## src/rtl/core/tbd_pkg.sv

```systemverilog
// shared constants and codes for the terminated block dedup engine
package tbd_pkg;

   localparam int DEF_MAX_UNIQUE = 256;
   localparam int DEF_MAX_WORDS  = 64;

   localparam int WORD_W    = 32;
   localparam int STATUS_W  = 2;
   localparam int INDEX_W   = 8;
   localparam int BWORDS_W  = 7;
   localparam int FREED_W   = 24;
   localparam int CSR_IDX_W = 1;

   localparam logic [WORD_W-1:0]  TERMINATOR_RESET = 32'd2121494370;
   localparam logic [WORD_W-1:0]  BASE_RESET       = 32'd0;
   localparam logic [FREED_W-1:0] FREED_MAX        = 24'hFFFFFF;

   localparam logic [STATUS_W-1:0] ST_DUPLICATE = 2'd0;
   localparam logic [STATUS_W-1:0] ST_NEW       = 2'd1;
   localparam logic [STATUS_W-1:0] ST_TOO_LONG  = 2'd2;
   localparam logic [STATUS_W-1:0] ST_FULL      = 2'd3;

   localparam logic [CSR_IDX_W-1:0] REG_TERMINATOR = 1'd0;
   localparam logic [CSR_IDX_W-1:0] REG_BASE       = 1'd1;

endpackage

```

## src/rtl/core/tbd_cur_buf.sv

```systemverilog
// current block buffer: collects words of the open block, tracks length and overflow
module tbd_cur_buf
   import tbd_pkg::*;
#(
   parameter int MAX_WORDS = DEF_MAX_WORDS
) (
   input  logic                               clock,
   input  logic                               reset,
   input  logic                               push_en,
   input  logic [WORD_W-1:0]                  push_data,
   input  logic                               clear_en,
   input  logic                               rd_en,
   input  logic [$clog2(MAX_WORDS)-1:0]       rd_addr,
   output logic [WORD_W-1:0]                  rd_data,
   output logic [$clog2(MAX_WORDS+1)-1:0]     cur_len,
   output logic                               overlong
);

   localparam int LW = $clog2(MAX_WORDS + 1);
   localparam int WW = $clog2(MAX_WORDS);

   logic [WORD_W-1:0] buf_mem [MAX_WORDS];
   logic [WORD_W-1:0] rd_data_ff;
   logic [LW-1:0]     len_ff, len_in;
   logic              over_ff, over_in;
   logic              has_room;

   assign has_room = (len_ff < LW'(MAX_WORDS));

   always_comb begin
      len_in  = len_ff;
      over_in = over_ff;
      if (clear_en) begin
         len_in  = '0;
         over_in = 1'b0;
      end else if (push_en) begin
         if (has_room) begin
            len_in = len_ff + LW'(1);
         end else begin
            over_in = 1'b1;
         end
      end
   end

   always_ff @(posedge clock) begin
      if (reset) begin
         len_ff  <= '0;
         over_ff <= 1'b0;
      end else begin
         len_ff  <= len_in;
         over_ff <= over_in;
      end
   end

   always_ff @(posedge clock) begin
      if (push_en && has_room) begin
         buf_mem[len_ff[WW-1:0]] <= push_data;
      end
      if (rd_en) begin
         rd_data_ff <= buf_mem[rd_addr];
      end
   end

   assign rd_data  = rd_data_ff;
   assign cur_len  = len_ff;
   assign overlong = over_ff;

endmodule

```

## config.mk

```make
export PLATFORM = sky130hd
export DESIGN_NAME = tbd_cur_buf
export DESIGN_NICKNAME = d
export VERILOG_FILES = /design/src/rtl/core/tbd_pkg.sv /design/src/rtl/core/tbd_cur_buf.sv
export SDC_FILE = /design/constraint.sdc
export NUM_CORES = 2
export LEC_CHECK = 0
export BUFFER_PORTS_ARGS = -buffer_cell sky130_fd_sc_hd__buf_2
export CAP_MARGIN = 15
export CORE_ASPECT_RATIO = 0.6
export CORE_MARGIN = 10
export CORE_UTILIZATION = 45
export CTS_BUF_LIST = sky130_fd_sc_hd__clkbuf_16
export DETAILED_ROUTE_END_ITERATION = 8
export PLACE_DENSITY = 0.63
export SYNTH_ARGS = -nofsm -noshare
export SYNTH_HDL_FRONTEND = slang
export SYNTH_SLANG_ARGS = --single-unit
```

## constraint.sdc

```tcl
create_clock -name clock -period 3.7 [get_ports clock]
set_input_delay 0.74 -clock clock [delete_from_list [all_inputs] [get_ports clock]]
set_output_delay 0.74 -clock clock [all_outputs]
set_load 0.02 [all_outputs]
```

==> run_results.csv <==
group,metric,value,unit
status,status,"complete, no violations",
detailed_routing,drtIter0Drc,6249,
detailed_routing,routed_wl,226.3,mm
die,pin_count,83,
yosys,synthAdderAreaFrac,0.01584,%
place,gp_congestion,0.8323,
yosys,synth_xor_xnor_area_share,0.04436,%
cts,cts_tree,"yes",
yosys,synth_top_family_by_area,"multiplexers",
timing,setup_viol,0,
power_and_ir_drop,p_leak,28.37,nW
power_and_ir_drop,p_sw_share,21.42,%
detailed_routing,drc,0,
setup_path,critPathCaptureType,"register",
yosys,synth-compound-area-share,2.878,%
setup_path,cp-startpoint,"rd_addr[1]",
yosys,synth_area_per_cell,23.02,um^2
die,rows,118,
cts,root_buffer,"clkbuf_16",
setup_path,r2r_slack,1230,ps
setup_path,reg2regPathDepth,7,
cts,insertion_delay,850,ps
grt,grt_overflow,0,
grt,grt_pass1_vias,38510,
yosys,async_flop_share,0,%
cts,cts_setup_buffers,0,
run,cap_violations,0,
setup_path,crit_fanout,46,
grt,grt_use_total,23.01,%
grt,grt_util_met2,32.09,%
setup_path,worstSetupStartpointType,"input pin",
cts,clockBufferDepth,4,
grt,met1_usage,35.31,%
finish,layout-drive-gt1-share,30.99,%
timing,finalHoldViolCount,0,
yosys,syn-num-nets,3475,
timing,drv_slew,0,
cts,clk_pin_slew,60,ps
yosys,ys.flop_type,"edfxtp_1",
grt,grt_pass1_wl,313.7,mm
yosys,netlist_instances,3431,
grt,met3_usage,7.185,%
timing,timing.final.crit_share,73.77,%
setup_path,critPathRequiredTime,4390,ps
setup_path,crit_type,"input pin to register",
setup_path,r2r_start,"cur_len[6]",
finish,postLayoutCellArea,91120,um^2
min_path,hold-path-endpoint,"overlong",
power_and_ir_drop,p_sw,10.14,mW
yosys,synth.mux.area_fraction,14.88,%
cts,postCtsHoldBufs,0,
grt,grt_max_degree,65,
grt,busiest_layer,"met1",
die,initial_utilization,45.53,%
power_and_ir_drop,design_power_total,47.33,mW
yosys,synth.distinct_cells,41,
cts,cts_buffers,189,
place,placed_area,85100,um^2
min_path,hold_depth,3,
setup_path,critPathMaxStageDelay,660,ps
cts,cts.repair.resized,0,
power_and_ir_drop,powerDensity,519.4,nW/um^2
die,die_y,344.5,um
detailed_routing,vias,39610,
yosys,yosysSeqAreaShare,79.29,%
timing,rsz0062_at_grt,"false",
yosys,synth_edf_count,2080,
timing,fin_crit,2729,ps
grt,grt_antenna_before_repair,20,
timing,skew,33.74,ps
power_and_ir_drop,clock_power_share,39.6,%
detailed_routing,viasPerCell,6.303,
detailed_routing,drtAntennaViolNets,0,
timing,tightest_slew,1188,ps
setup_path,rr_endpoint,"buf_mem[10][23]",
yosys,yosys.area_share.simple,1.678,%
power_and_ir_drop,ir_worst_vdd,0.4473,mV
finish,area_growth,15.37,%
power_and_ir_drop,combinationalPowerShare,5.1,%
timing,fmax,366.4,MHz
detailed_routing,wire_per_inst,36.02,um
die,core,173500,um^2
min_path,hold_path_class,"input pin to register",
power_and_ir_drop,power.share.sequential,55.2,%
timing,slew_headroom,20.80,%
detailed_routing,drtPass1Iterations,5,
finish,nNetsFinal,3844,
power_and_ir_drop,intPower,37.19,mW
cts,htree_levels,4,
cts,clock_sinks,2088,
place,io_buffers,82,
yosys,syn-cell-area,78980,um^2
die,die-area,193200,um^2
setup_path,slowest_stage,"nor3_1",
yosys,synth-seq-cells,2088,
min_path,hp-start,"push_en",
timing,setup_tns,0,ps
yosys,yosysWarnings,0,
die,die_w,560.9,um
setup_path,critPathArrivalTime,3420,ps
place,place_hpwl,132.5,mm
finish,nFillCells,13150,
setup_path,path_cells,"buf_8 -> buf_4 -> nand2_1 -> o22ai_1 -> a2111oi_2 -> nor3_1 -> o211a_1",
cell families (layout without fill, tap and decap cells):
family	count (synthesis)	in the layout
compound gates	304	304
xor+xnor	4	4
fa+ha+maj	1	1
buf+inv	196	705
flops	2088	2088
mux	555	555
other cells	0	4
simple gates	283	283
stage by stage:
step | cells | utilization, % | worst slack, ps | hold slack [ps]
floorplan | 3431 | - | 220.9 | 570.4
global placement | 5935 | 49.06 | 189.6 | 452.3
detailed placement | 5935 | 49.06 | 223.7 | 463.3
CTS | 6266 | 52.36 | 1098 | 160.2
global route | 6282 | 52.52 | 974.8 | 193.7
finish | 6284 | 52.53 | 970.5 | 197.8
layout make-up:
cell class              count  area (um^2)  area share, %
inverters                   3        11.26        0.01236
multi-input cells        1147        15900          17.45
clock buffers             190         4755          5.218
repair buffers            371         3911          4.292
flip-flops and latches   2088        62620          68.72
clock inverters           141        985.9          1.082
diodes                      4        10.01        0.01099
well taps                2340         2928          3.213
cell usage in the layout (no fill, tap or decap), types with 3 or more instances in the layout:
cell,n
a211oi_1,31
a21oi_1,8
a221oi_1,52
a22oi_1,56
and2_1,15
and3_1,25
buf_12,104
buf_2,79
buf_4,185
buf_8,3
bufinv_16,13
clkbuf_16,190
clkinv_1,53
clkinv_2,30
clkinvlp_4,5
dfxtp_1,8
diode_2,4
edfxtp_1,2080
inv_1,34
inv_6,5
mux2_2,30
mux2i_1,33
mux4_2,492
nand2_1,83
nand2b_1,8
nand3_1,7
nand3b_1,5
nor2_1,25
nor2_4,66
nor2b_1,23
nor3_1,8
o21ai_0,20
o221ai_1,56
o22ai_1,72
o311ai_0,5
or2_2,11
or3_1,3
xor2_1,3
cell usage after synthesis, types with 11 or more instances:
| master | number | area [um^2] |
|---|---|---|
| o221ai_1 | 56 | 490.5 |
| buf_4 | 17 | 127.6 |
| and2_1 | 16 | 100.1 |
| a211oi_1 | 31 | 232.7 |
| nand2_1 | 83 | 311.6 |
| o21ai_0 | 20 | 100.1 |
| buf_2 | 67 | 335.3 |
| clkbuf_1 | 77 | 289.0 |
| or2_2 | 11 | 68.82 |
| a221oi_1 | 52 | 455.4 |
| and3_1 | 25 | 156.4 |
| mux2_2 | 30 | 337.8 |
| mux4_2 | 492 | 11080 |
| edfxtp_1 | 2080 | 62460 |
| buf_1 | 21 | 78.83 |
| nor2_1 | 91 | 341.6 |
| mux2i_1 | 33 | 330.3 |
| buf_6 | 11 | 123.9 |
| a22oi_1 | 56 | 420.4 |
| o22ai_1 | 72 | 450.4 |
| nor2b_1 | 24 | 150.1 |
worst max-delay path: cells and delay by family:
family          cells  cell delay [ps]
compound gates      3              740
buf+inv             2              900
simple gates        2              990
metal layers:
layer,vias to the layer above,wire length (um)
met5,-,98
met4,12,5668
met3,328,29920
met2,2570,95850
met1,21210,94810
li1,15490,-
worst max-delay path by stage:
stage,to,cells past startpoint
after detailed placement,rd_data[22],7
after global placement,rd_data[31],7
after global routing,rd_data[22],7
after floorplan,buf_mem[63][0],6
after CTS,rd_data[22],7
final,rd_data[22],7
power groups by stage:
stage,Clock [mW],Sequential (mW),Combinational [mW]
2_1_floorplan,0,26.7,1.13
3_3_place_gp,0,26.7,2.35
3_5_place_dp,0,26.7,2.38
4_1_cts,19.0,26.2,2.38
5_1_grt,19.9,26.1,2.56
6_report,18.8,26.1,2.43
flip-flops by register name (all words and copies together), names as in the netlist:
signal / count
cur_len: 7
rd_data: 32
overlong: 1
buf_mem: 2048
Power figures use the tool's default switching activity.
